`src/design/ism_pkg.sv`:
```
package ism_pkg;

    // Field widths fixed by the instruction and result formats
    localparam int unsigned DATA_W          = 32;
    localparam int unsigned OP_W            = 4;
    localparam int unsigned DEPTH_OUT_W     = 11;
    localparam int unsigned STACK_DEPTH_DEF = 1024;

    typedef enum logic [OP_W-1:0] {
        OP_CONST = 4'd0,
        OP_ADD   = 4'd1,
        OP_SUB   = 4'd2,
        OP_MUL   = 4'd3,
        OP_DIV   = 4'd4,
        OP_MAX   = 4'd5,
        OP_MIN   = 4'd6,
        OP_NEG   = 4'd7,
        OP_DUP   = 4'd8,
        OP_SWAP  = 4'd9
    } opcode_t;

    typedef enum logic [1:0] {
        ST_OK    = 2'd0,
        ST_UNDER = 2'd1,
        ST_OVER  = 2'd2,
        ST_DIVZ  = 2'd3
    } status_t;

endpackage

```
`src/design/ism_div.sv`:
```
module ism_div import ism_pkg::*; (
    input  logic              clk,
    input  logic              rst_n,
    input  logic              start,
    input  logic [DATA_W-1:0] num,
    input  logic [DATA_W-1:0] den,
    output logic              done,
    output logic [DATA_W-1:0] quot
);

    localparam int unsigned CNT_W = $clog2(DATA_W + 1);

    logic              busy_reg,  busy_next;
    logic              done_reg,  done_next;
    logic              neg_reg,   neg_next;
    logic [CNT_W-1:0]  cnt_reg,   cnt_next;
    logic [DATA_W-1:0] rem_reg,   rem_next;
    logic [DATA_W-1:0] quo_reg,   quo_next;
    logic [DATA_W-1:0] den_reg,   den_next;
    logic [DATA_W:0]   rem_shift;

    // One quotient bit per cycle, restoring division on magnitudes
    always_comb
    begin
        busy_next = busy_reg;
        done_next = 1'b0;
        neg_next  = neg_reg;
        cnt_next  = cnt_reg;
        rem_next  = rem_reg;
        quo_next  = quo_reg;
        den_next  = den_reg;
        rem_shift = {rem_reg, quo_reg[DATA_W-1]};
        if (start)
        begin
            busy_next = 1'b1;
            cnt_next  = CNT_W'(DATA_W);
            rem_next  = '0;
            quo_next  = num[DATA_W-1] ? ('0 - num) : num;
            den_next  = den[DATA_W-1] ? ('0 - den) : den;
            neg_next  = num[DATA_W-1] ^ den[DATA_W-1];
        end
        else if (busy_reg)
        begin
            if (rem_shift >= {1'b0, den_reg})
            begin
                rem_next = DATA_W'(rem_shift - {1'b0, den_reg});
                quo_next = {quo_reg[DATA_W-2:0], 1'b1};
            end
            else
            begin
                rem_next = rem_shift[DATA_W-1:0];
                quo_next = {quo_reg[DATA_W-2:0], 1'b0};
            end
            cnt_next = cnt_reg - CNT_W'(1);
            if (cnt_reg == CNT_W'(1))
            begin
                busy_next = 1'b0;
                done_next = 1'b1;
            end
        end
    end

    always_ff @(posedge clk or negedge rst_n)
    begin
        if (!rst_n)
        begin
            busy_reg <= 1'b0;
            done_reg <= 1'b0;
            neg_reg  <= 1'b0;
            cnt_reg  <= '0;
            rem_reg  <= '0;
            quo_reg  <= '0;
            den_reg  <= '0;
        end
        else
        begin
            busy_reg <= busy_next;
            done_reg <= done_next;
            neg_reg  <= neg_next;
            cnt_reg  <= cnt_next;
            rem_reg  <= rem_next;
            quo_reg  <= quo_next;
            den_reg  <= den_next;
        end
    end

    // Restore the sign of the quotient
    assign done = done_reg;
    assign quot = neg_reg ? ('0 - quo_reg) : quo_reg;

endmodule

```
`config.mk`:
```
export PLATFORM = sky130hd
export DESIGN_NAME = ism_div
export DESIGN_NICKNAME = d
export VERILOG_FILES = /design/src/design/ism_pkg.sv /design/src/design/ism_div.sv
export SDC_FILE = /design/constraint.sdc
export NUM_CORES = 1
export LEC_CHECK = 0
export ABC_CLOCK_PERIOD_IN_PS = 3800
export BUFFER_PORTS_ARGS = -buffer_cell sky130_fd_sc_hd__buf_2
export CAP_MARGIN = 20
export CORE_UTILIZATION = 45
export CTS_CLUSTER_SIZE = 20
export DETAILED_ROUTE_END_ITERATION = 8
export PLACE_DENSITY = 0.6
export SYNTH_ARGS = -nofsm -noshare
export SYNTH_HDL_FRONTEND = slang
export SYNTH_SLANG_ARGS = --single-unit
```
`constraint.sdc`:
```
create_clock -name clk -period 3.8 [get_ports clk]
set_input_delay 0.76 -clock clk [delete_from_list [all_inputs] [get_ports clk]]
set_output_delay 0.76 -clock clk [all_outputs]
set_load 0.1 [all_outputs]
```
== Yosys cells after proc, flatten, opt, wreduce, memory -nomap -nowiden ==
Cells that the tools add are included.

* $add $sub $neg: 5
* $lt $le $gt $ge: 1
* Eq/ne operators: 1
* Multiplexer cells: 17
* Bitwise logic cells: 1
* Reduce and logical (&&, ||, !) cells: 1

{| class="wikitable"
|+ Operators by type and width
! operator !! count
|-
| 2-to-1 mux 32 bit || 8
|-
| subtractor 1 x 32 -> 32 bit (first input constant) || 3
|-
| >= comparator 33 x 32 -> 1 bit || 1
|-
| subtractor 32 bit || 1
|-
| 2-to-1 mux 6 bit || 2
|-
| 2-to-1 mux 1 bit || 7
|-
| == test 6 x 1 -> 1 bit (second input constant) || 1
|-
| subtractor 6 x 1 -> 6 bit (second input constant) || 1
|-
| nonzero test 2 bit || 1
|-
| bitwise XOR 1 bit || 1
|}

* Flip-flop bits (word level): 105
* Input port bits: 67
* Output and inout port bits: 33

== Depth between registers and ports, before layout ==
Gate-level depths: netlist of the first run.

* Depth in word-level cells: 4
* Gate-level depth with buffers: 14
* Depth with buffers taken out: 12

== Worst setup path before layout of the first run ==
Ideal clock, no wire load.

* Path kind: reg-to-output
* Start point: register quo_reg[3]
* End point: output quot[31]
* Arrival: 3.587 ns
* Required time: 3.040 ns
* Path slack: -0.547 ns
* Cell stages (with the launch flop): 10
* Buffers on the path: 0
* Cells stage by stage: dfrtp_1 -> nor2_2 -> nand4b_1 -> or3_1 -> or2_2 -> nor3_1 -> nand2_1 -> o21ai_0 -> nand2_1 -> xnor2_1

* Longest elaborated chain between the ends: 2

{| class="wikitable"
|+ RTL lines
! what !! line !! source
|-
| from (decl) || ism_div.sv:18 || <nowiki>logic [DATA_W-1:0] quo_reg, quo_next;</nowiki>
|-
| from (signal assigned) || ism_div.sv:82 || <nowiki>quo_reg <= quo_next;</nowiki>
|-
| subtractor 1 x 32 -> 32 bit || ism_div.sv:89 || <nowiki>assign quot = neg_reg ? ('0 - quo_reg) : quo_reg;</nowiki>
|-
| 2-to-1 mux 32 bit || ism_div.sv:89 ||
|-
| to (decl) || ism_div.sv:8 || <nowiki>output logic [DATA_W-1:0] quot</nowiki>
|}

Every way passes these cells.

== Worst setup path in the final report of the first run ==
* Start point: register quo_reg[0]
* End point: output quot[28]

Same word-level chain as after synthesis.

==> summary.md, run 1 <==
| Metric | Value |
|---|---|
| P_leak | `4.54 nW` |
| FF+latch area | `between 0.002 and 0.003 mm²` |
| Inserted Clock Buffers | `9` |
| CP startpoint kind | `flop` |
| Highest Clock Rate | `251 MHz` |
| P per Cell Area | `between 400 and 500 mW/mm²` |
| Gr usage total | `21.9%` |
| Largest net degree at the start of global routing | `91` |
| Cells after synthesis | `a little over 1000` |
| Root buffer cell | `clkbuf_16` |
| Site row count | `49` |
| Minimum hold slack | `0.424 ns` |
| DP HPWL | `15.1 mm` |
| Vias in the first global route | `6964` |
| Dpl ws | `0.0680 ns` |
| 1st-pass router iterations | `7` |
| Worst VDD drop | `0.353 mV` |
| Die Y | `between 100 and 150 µm` |
| Slew @ Worst Pin | `1.15 ns` |
| Worst setup EP type | `output port` |
| Status | `complete, but fails checks` |
| Synth-to-Final Area Change | `16.4%` |
| Non-filler instance count after layout | `approximately 1300` |
| Final layout net count | `1207` |
| Fin. Hold Viols | `0` |
| Clk Latency, worst-skew pair | `0.36 ns` |
| Skew final | `0.0127 ns` |
| Final Critical Period | `~4.0 ns` |
| IO Count | `100` |
| Multi-input logic area | `0.00546 mm²` |
| Iteration-0 DRC Markers | `between 300 and 400` |
| Syn Std Cell Area | `0.00839 mm²` |
| Max cap viols | `0` |
| Clock Pin Slew Worst Setup and Hold Paths | `0.08 ns` |
| CTS tree | `built` |
| Initial Utilization | `46.2%` |
| CP required | `3.04 ns` |
| Filler cell count | `1711` |
| RSZ-0062 raised after global routing | `yes` |
| Mean post-synth cell area | `8.16 µm²` |
| Wire length of the first global-routing pass | `34.4 mm` |
| Routability Congestion | `0.857` |
| Initial antenna violation count | `0` |
| Dpl cells | `around 1300` |
| Post-route ant nets | `0` |
| Fin crit share | `105%` |
| Layout cells sized above 1 | `about 16%` |
| I/O Buffers | `99` |
| Hold Path Class | `input pin to asynchronous set/reset pin` |
| ANT cells | `0` |
| CTS sink count | `105` |
| GRT overflow | `0` |
| Vias per std cell | `5.61` |
| Primary FF master, synth | `dfrtp_1` |
| Synth Warn # | `0` |
| Crit-path max FO | `4` |
| EDFF count, synth | `0` |
| Flops & latches, synth | `105` |
| Async SR Flop Fraction | `100%` |
| Post-synthesis cell type count | `73` |
| Critical path class | `flop to output port` |
| Drt total wl | `20.5 mm` |
| Drt wl/cell | `15.3 µm` |
| Setup tns final | `-0.511 ns` |
| CP Data Arrival Time | `3.22 ns` |
| Fin util | `around 54%` |
| H-Tree Depth | `3` |
| Final worst slack | `-0.184 ns` |
| Core Region | `0.0181 mm²` |
| DRC | `8` |
| Final setup fails | `5` |
| Syn_nets | `1133` |
| Die W | `139 µm` |
| Vias | `7489` |
| Register area share after synthesis | `31.3%` |
| CTS Buffer Depth | `2` |
| Hold-fix buffers at CTS | `0` |
| Fin. max-slew vios | `0` |
| Die ar. | `0.0192 mm²` |
| Max-slew headroom | `23.3%` |
| Failing checks | `DRC, setup timing` |
## cell type report
cell class,instances,share of cell area [%]
tap,229,2.93
sequential,105,26.9
timing repair buffer,119,8.94
clock buffer,9,2.31
clock inverter,7,0.999
inverter,51,1.96
multi-input combinational,816,55.9
## cells by family (layout without fill, tap and decap cells)
family	after synthesis	count (layout)	synth area share (%)
AND/OR/NAND/NOR	338	338	19.3
adder cells (fa/ha/maj)	38	38	5.76
buffers and inverters	107	186	5.00
AO/OA/AOI/OAI	294	294	22.9
multiplexers	30	30	3.61
flip-flops	105	105	31.3
XOR/XNOR	116	116	12.1
## synth_stat cells (all sizes together), types with 16 or more instances
library cell	number	share of area, %
dfrtp	105	31
a21oi	82	4.9
inv	50	2.2
buf	23	1.2
o31ai	26	2.5
o21ai	74	4.4
nor2	93	4.2
ha	37	5.5
nand2	127	5.7
xnor2	69	7.2
a211oi	25	2.3
mux2i	28	3.3
clkbuf	33	1.5
xor2	47	4.9
or3	16	1.5
## cell usage in the layout (no fill, tap or decap), types with 12 or more instances in the layout
master / n
buf_4: 22
mux2i_1: 28
o21ai_0: 72
dfrtp_1: 104
a21oi_1: 82
a311oi_1: 13
ha_1: 36
o41ai_1: 12
buf_12: 13
nor2_1: 92
nor3_1: 14
xor2_1: 44
nand2_1: 125
a21o_1: 12
inv_1: 48
buf_2: 83
xnor2_1: 64
o31ai_1: 24
a211oi_1: 24
## power by group
group	total (mW)	internal [mW]	switching, mW
combinational	2.21	0.751	1.46
sequential	1.48	1.28	0.199
clock	1.00	0.531	0.471
total	4.69	2.56	2.13
## worst max-delay path, cell delays in order (launching register included)
cell,delay [ns]
dfrtp_1,0.39
inv_2,0.08
ha_4,0.14
nand2_2,0.05
or3_4,0.33
or3_4,0.36
or3_4,0.39
nand2b_4,0.16
or3_4,0.39
o31ai_4,0.21
xnor2_2,0.16
buf_12,0.20
## worst paths after layout
kind,startpoint,endpoint,slack (ns),cells after the start
worst max-delay path,quo_reg[0],quot[28],-0.18,11
worst min-delay path,rst_n,rem_reg[5],0.42,1
worst max register to register,quo_reg[31],rem_reg[28],0.48,12
worst min register to register,rem_reg[31],rem_reg[31],0.51,2
max in group asynchronous,rst_n,quo_reg[9],2.64,2
min in group clk,rem_reg[31],rem_reg[31],0.51,2
## stage by stage
step                cell area, µm²  power [mW]
CTS                           9700        4.70
finish                        9760        4.69
floorplan                     8450        3.12
global route                  9760        4.95
detailed placement            9310        3.67
global placement              9310        3.66
## metal layers
| layer | wire, µm | vias up | track usage [%] | part of all wire [%] |
|---|---|---|---|---|
| li1 | - | 3804 | - | - |
| met1 | 10500 | 3542 | 32.6 | 51 |
| met2 | 9210 | 131 | 33.8 | 45 |
| met3 | 565 | 12 | 2.49 | 2.8 |
| met4 | 200 | 0 | 5.09 | 0.98 |
| met5 | 0 | - | 0 | 0 |
## repair_timing
item                                    4_1_cts  5_1_grt
pin swaps                                     1        5
resized for setup                             6       12
setup buffers                                 7        2
endpoints found under the setup margin        5       12
No activity file was read; power rests on OpenSTA's default activity.
==> inputs of run 2 (changes only) <==
ABC_AREA = 1   (was default)
==> run 2 against run 1 <==
The run now ends clean. Synthesized cell count rose by 59%. Wire length rose by 51%. Sequential share of layout area decreased by 2.8 points. Combinational power rose by 94%. Count of clock-buffer cells in the layout up 1. Critical endpoint is now quot[16]. Largest power group unchanged.
==> summary.md, run 2 <==
| Metric | Value |
|---|---|
| Die Y | `150 µm` |
| Status | `completed` |
| Highest Clock Rate | `291 MHz` |
| CP startpoint kind | `flop` |
| GRT overflow | `0` |
| Post-synthesis cell type count | `44` |
| Layout cells sized above 1 | `9.31%` |
| NetSw | `3.72 mW` |
| Post-route ant nets | `0` |
| Critical path class | `flop to output port` |
| Die W | `150 µm` |
| Largest net degree at the start of global routing | `49` |
| Core Region | `0.0212 mm²` |
| Vias per std cell | `5.16` |
| EDFF count, synth | `0` |
| Worst VDD drop | `0.428 mV` |
| Async SR Flop Fraction | `between 90% and 100%` |
| Worst setup EP type | `output port` |
| Fin. Hold Viols | `0` |
| Clock Pin Slew Worst Setup and Hold Paths | `0.07 ns` |
| Setup tns final | `0 ns` |
| Register area share after synthesis | `roughly a quarter` |
| Commonest non-fill, non-tap cells in the layout | `550 x nand2_1, 257 x inv_1, 143 x nand3_1` |
| Clk Latency, worst-skew pair | `approximately 0.37 ns` |
| Commonest non-fill, non-tap cell in the layout | `nand2_1` |
| CTS tree | `built` |
| Wire length of the first global-routing pass | `49.4 mm` |
| Drt wl/cell | `between 15 and 20 µm` |
| Synth Warn # | `0` |
| Non-filler instance count after layout | `1993` |
| Primary FF master, synth | `dfrtp_1` |
| Flops & latches, synth | `~110` |
| H-Tree Depth | `3` |
| Dpl cells | `1977` |
| Vias | `~10000` |
| Initial antenna violation count | `0` |
| Hold-fix buffers at CTS | `0` |
| Final setup fails | `0` |
| PostCTS Resize Cnt | `0` |
| Setup bufs post-CTS | `0` |
| Site row count | `53` |
| Clk pwr share | `13.7%` |
| Routability Congestion | `0.964` |
| Cells after synthesis | `1631` |
| Drt total wl | `30.9 mm` |
| CP Data Arrival Time | `2.68 ns` |
| CTS sink count | `105` |
| Count leader, synth | `nand2_1` |
| Max-slew headroom | `between 40% and 50%` |
| P_int | `3.06 mW` |
| Net Sw Frac | `54.9%` |
| Gr usage total | `28.7%` |
| Max cap viols | `0` |
| I/O Buffers | `99` |
| Slew @ Worst Pin | `0.753 ns` |
| Mean post-synth cell area | `6.03 µm²` |
| Hold Path Class | `input pin to asynchronous set/reset pin` |
| Top post-synthesis cells by count | `550 x nand2_1, 257 x inv_1, 143 x nand3_1, 138 x nor2_1, 112 x o21ai_0` |
| Die ar. | `roughly 0.022 mm²` |
| Syn Std Cell Area | `approximately 0.01 mm²` |
| Fin crit share | `90.5%` |
| Initial Utilization | `46.4%` |
| RSZ-0062 raised after global routing | `no` |
| Synth top area share | `26.7%` |
| Inserted Clock Buffers | `9` |
| DRC | `0` |
| P_leak | `6.00 nW` |
| CTS Buffer Depth | `2` |
| Final layout net count | `1818` |
| 1st-pass router iterations | `5` |
| CP required | `3.04 ns` |
| Top cells by area, synth | `dfrtp_1 27%, nand2_1 21%, inv_1 9.8%` |
| Synth-to-Final Area Change | `10.7%` |
| IO Count | `100` |
| Seq pwr share | `a little under a quarter` |
| Crit-path max FO | `5` |
| ANT cells | `0` |
| P per Cell Area | `just over 600 mW/mm²` |
| Syn_nets | `roughly 1700` |
| Root buffer cell | `clkbuf_16` |
| Post-synth top area cell | `dfrtp_1` |
| Vias in the first global route | `9280` |
| Skew final | `0.0192 ns` |
| Iteration-0 DRC Markers | `around 650` |
| DP HPWL | `24.7 mm` |
| Comb power frac | `63.3%` |
| Fin. max-slew vios | `0` |
| Final Critical Period | `3.44 ns` |
==> run 2: changes by cell type in the layout (fill, tap and decap cells not counted), moves of 22 or more <==
cell,previous run,this run
mux2i_1,28,0
nor2_1,92,137
nand3_1,9,143
a211oi_1,24,0
xnor2_1,64,19
nand2_1,125,550
a21oi_1,82,32
o21ai_0,72,110
o31ai_1,24,2
inv_1,48,257
==> run 2: cells by family after synthesis <==
logic type / synth area share [%]
DFF: 26.7
buffers and inverters: 12.2
and+or+nand+nor: 39.3
adders and majority gates: 4.91
xor gates and xnor gates: 7.03
AOI/OAI and AO/OA: 9.84
==> run 2: area by class of cell <==
class | count | area (µm²)
Sequential cell | 105 | 2630
Multi-Input combinational cell | 1214 | 6020
Clock inverter | 6 | 48.8
Fill cell | 2308 | 10300
Clock buffer | 10 | 229
Tap cell | 275 | 344
Inverter | 268 | 1010
Timing Repair Buffer | 115 | 618
==> run 2: through the flow <==
stage / hold slack [ns] / power, mW / setup WS [ns] / instance area [µm²] / utilization, %
floorplan: 0.447 / 4.80 / 0.142 / 9840 / -
CTS: 0.431 / 6.75 / 0.358 / 10900 / 51.3
global route: 0.462 / 7.35 / 0.0742 / 10900 / 51.3
finish: 0.410 / 6.77 / 0.360 / 10900 / 51.3
global placement: 0.463 / 5.78 / 0.797 / 10600 / 50.0
detailed placement: 0.471 / 5.80 / 0.764 / 10600 / 50.0
==> run 2: power by group through the flow <==
stage | Combinational, mW | Clock, mW | Sequential (mW)
final | 4.28 | 0.930 | 1.56
after global placement | 4.20 | 0 | 1.57
after floorplan | 3.29 | 0 | 1.52
after global routing | 4.77 | 0.995 | 1.59
after CTS | 4.25 | 0.951 | 1.56
after detailed placement | 4.23 | 0 | 1.57
==> run 2: final timing paths <==
kind,start,to,cells after the start,slack (ns)
max,quo_reg[1],quot[16],10,0.36
min,rst_n,quo_reg[7],1,0.41
max reg2reg,den_reg[19],rem_reg[1],12,1.03
min reg2reg,cnt_reg[4],cnt_reg[4],1,0.48
max in group asynchronous,rst_n,den_reg[30],2,2.64
min in group clk,cnt_reg[4],cnt_reg[4],1,0.48
==> run 2: worst max-delay path, cell delays in order (launching register included) <==
cell and delay [ns]:
dfrtp_1 0.38, inv_1 0.14, ha_1 0.21, nand4_1 0.18, nor3_2 0.28, nand2_1 0.14, nor2_1 0.19, inv_1 0.08
o21ai_1 0.15, xor2_1 0.15, buf_2 0.44
==> run 2: per-layer routing <==
layer	track usage, %	up-vias	wire length, µm
met4	5.81	0	312
met5	0	-	0
met3	5.03	20	2240
li1	-	5267	-
met1	45.8	4704	16200
met2	39.4	286	12100
==> inputs of run 3 (changes only) <==
ABC_CLOCK_PERIOD_IN_PS = 3200   (was 3800)
clock period = 3.2 ns   (was 3.8 ns; I/O delays follow)
==> run 3 against run 2 <==
Register-to-register slack worse by 0.42 ns. Critical path depth shrank 1. Clock skew is 0.0095 ns lower. Power grew 19%. Design area is 2.6% higher. Global-route usage fell by 0.24 points. Flip-flop and latch count unchanged. Wire length fell by 1.2%. Utilization up 1.4 points. Clock power increased by 14%.
==> summary.md, run 3 (same netlist as run 2, synthesis figures left out) <==
| Metric | Value |
|---|---|
| Status | `completed` |
| P per Cell Area | `724 mW/mm²` |
| Multi-input logic area | `0.00614 mm²` |
| GR Util met1 | `a little over two fifths` |
| Final Critical Period | `3.05 ns` |
| Layout cells sized above 1 | `10.7%` |
| DP HPWL | `24.1 mm` |
| Iteration-0 DRC Markers | `597` |
| Final layout net count | `1824` |
| Max-slew headroom | `50.5%` |
| Worst R2R Setup Slack | `roughly 0.6 ns` |
| CTS sink count | `105` |
| Highest Clock Rate | `328 MHz` |
| Clk Latency, worst-skew pair | `roughly 0.36 ns` |
| Fin crit share | `95.3%` |
| IO Count | `100` |
| Worst VDD drop | `0.406 mV` |
| Routability Congestion | `1.00` |
| CTS tree | `built` |
| GR peak layer | `met1` |
| Commonest non-fill, non-tap cells in the layout | `548 x nand2_1, 254 x inv_1, 143 x nand3_1` |
| CP Data Arrival Time | `2.41 ns` |
| Die Y | `150 µm` |
| Comb power frac | `between 60% and 70%` |
| H-Tree Depth | `3` |
| Slew @ Worst Pin | `0.743 ns` |
| Fin. max-slew vios | `0` |
| GRT overflow | `0` |
| P_int | `3.72 mW` |
| Synth-to-Final Area Change | `13.6%` |
| Fin. Hold Viols | `0` |
| Net Sw Frac | `54.0%` |
| Setup tns final | `0 ns` |
| Met3 Use GR | `7.59%` |
| Final setup fails | `0` |
| Vias per std cell | `5.18` |
| Initial Utilization | `46.4%` |
| Max cap viols | `0` |
| ANT cells | `0` |
| Gr usage total | `28.5%` |
| Skew final | `approximately 0.0097 ns` |
| CP startpoint kind | `flop` |
| R2R Path Start | `den_reg[29]` |
| Clk pwr share | `13.2%` |
| NetSw | `4.36 mW` |
| Die W | `150 µm` |
| Filler cell count | `2271` |
| Grt met2 use | `38.7%` |
| Crit-path max FO | `4` |
| I/O Buffers | `99` |
| Die ar. | `0.0225 mm²` |
| Largest net degree at the start of global routing | `42` |
| P_leak | `6.10 nW` |
| CTS Buffer Depth | `2` |
| Seq pwr share | `22.9%` |
| Drt total wl | `around 30 mm` |
| DRC | `0` |
| Inserted Clock Buffers | `9` |
| FF-to-FF path depth | `14` |
| Post-route ant nets | `0` |
| Critical path class | `flop to output port` |
| Fin util | `52.7%` |
| 1st-pass router iterations | `5` |
| Worst setup EP type | `output port` |
| Core Region | `about 0.021 mm²` |
| FF+latch area | `0.00263 mm²` |
| Vias in the first global route | `9392` |
| RR Endpoint | `rem_reg[9]` |
| Initial antenna violation count | `0` |
| Drt wl/cell | `15.3 µm` |
| CP required | `2.56 ns` |
| Site row count | `53` |
| Hold Path Class | `input pin to asynchronous set/reset pin` |
| Wire length of the first global-routing pass | `49.3 mm` |
| Root buffer cell | `clkbuf_16` |
| Clock Pin Slew Worst Setup and Hold Paths | `0.07 ns` |
| Vias | `roughly 10000` |
| Commonest non-fill, non-tap cell in the layout | `nand2_1` |
-- run 3: final cells by class --
class	count	area share, %
multi-input cells	1214	54.9
repair buffers	121	7.05
flip-flops and latches	105	23.5
clock buffers	12	2.21
clock inverters	4	0.235
inverters	268	9.00
well taps	275	3.08
-- run 3: power groups by stage --
stage          Sequential [mW]  Clock, mW  Combinational (mW)
6_report                  1.85       1.06                5.17
5_1_grt                   1.88       1.14                5.75
4_1_cts                   1.84       1.10                5.07
3_5_place_dp              1.86          0                5.05
3_3_place_gp              1.86          0                5.03
2_1_floorplan             1.80          0                3.93
-- run 3: metrics by stage --
step                      cells  power, mW  area [µm²]  hold slack, ns  setup WS, ns
after detailed placement   1978       6.91       10800           0.471         0.316
after global placement     1978       6.89       10800           0.467         0.385
after CTS                  1994       8.02       11100           0.278        0.0153
after global routing       1999       8.77       11200           0.310       -0.0314
after floorplan            1631       5.73        9930           0.344        -0.247
final                      1999       8.09       11200           0.261         0.150
-- run 3: worst max path at each step --
| stage | from | slack (ns) | endpoint |
|---|---|---|---|
| global placement | quo_reg[1] | 0.39 | quot[14] |
| CTS | quo_reg[1] | 0.02 | quot[21] |
| detailed placement | quo_reg[1] | 0.32 | quot[14] |
| finish | quo_reg[4] | 0.15 | quot[16] |
| floorplan | neg_reg | -0.25 | quot[22] |
| global route | quo_reg[1] | -0.03 | quot[27] |
-- run 3: timing repair --
action / 4_1_cts / 5_1_grt
hold buffers: 0 / 0
pin swaps: 0 / 4
endpoints found under the setup margin: 4 / 15
buffers inserted: 0 / 4
gates resized for setup: 5 / 30
-- run 3: metal layers --
layer | part of all wire [%] | routed length, µm | vias to the layer above
met1 | 50 | 15200 | 4711
met5 | 0.21 | 65 | -
met4 | 1.9 | 580 | 2
met2 | 39 | 12000 | 324
li1 | - | - | 5270
met3 | 8.8 | 2680 | 44
-- run 3: critical path, stage by stage (launching register included) --
cell,delay [ns]
dfrtp_1,0.41
nor2_1,0.21
nand4_1,0.24
nor3_4,0.31
nand2_2,0.12
nor2_4,0.15
inv_2,0.05
o21ai_2,0.17
xor2_2,0.19
buf_12,0.20
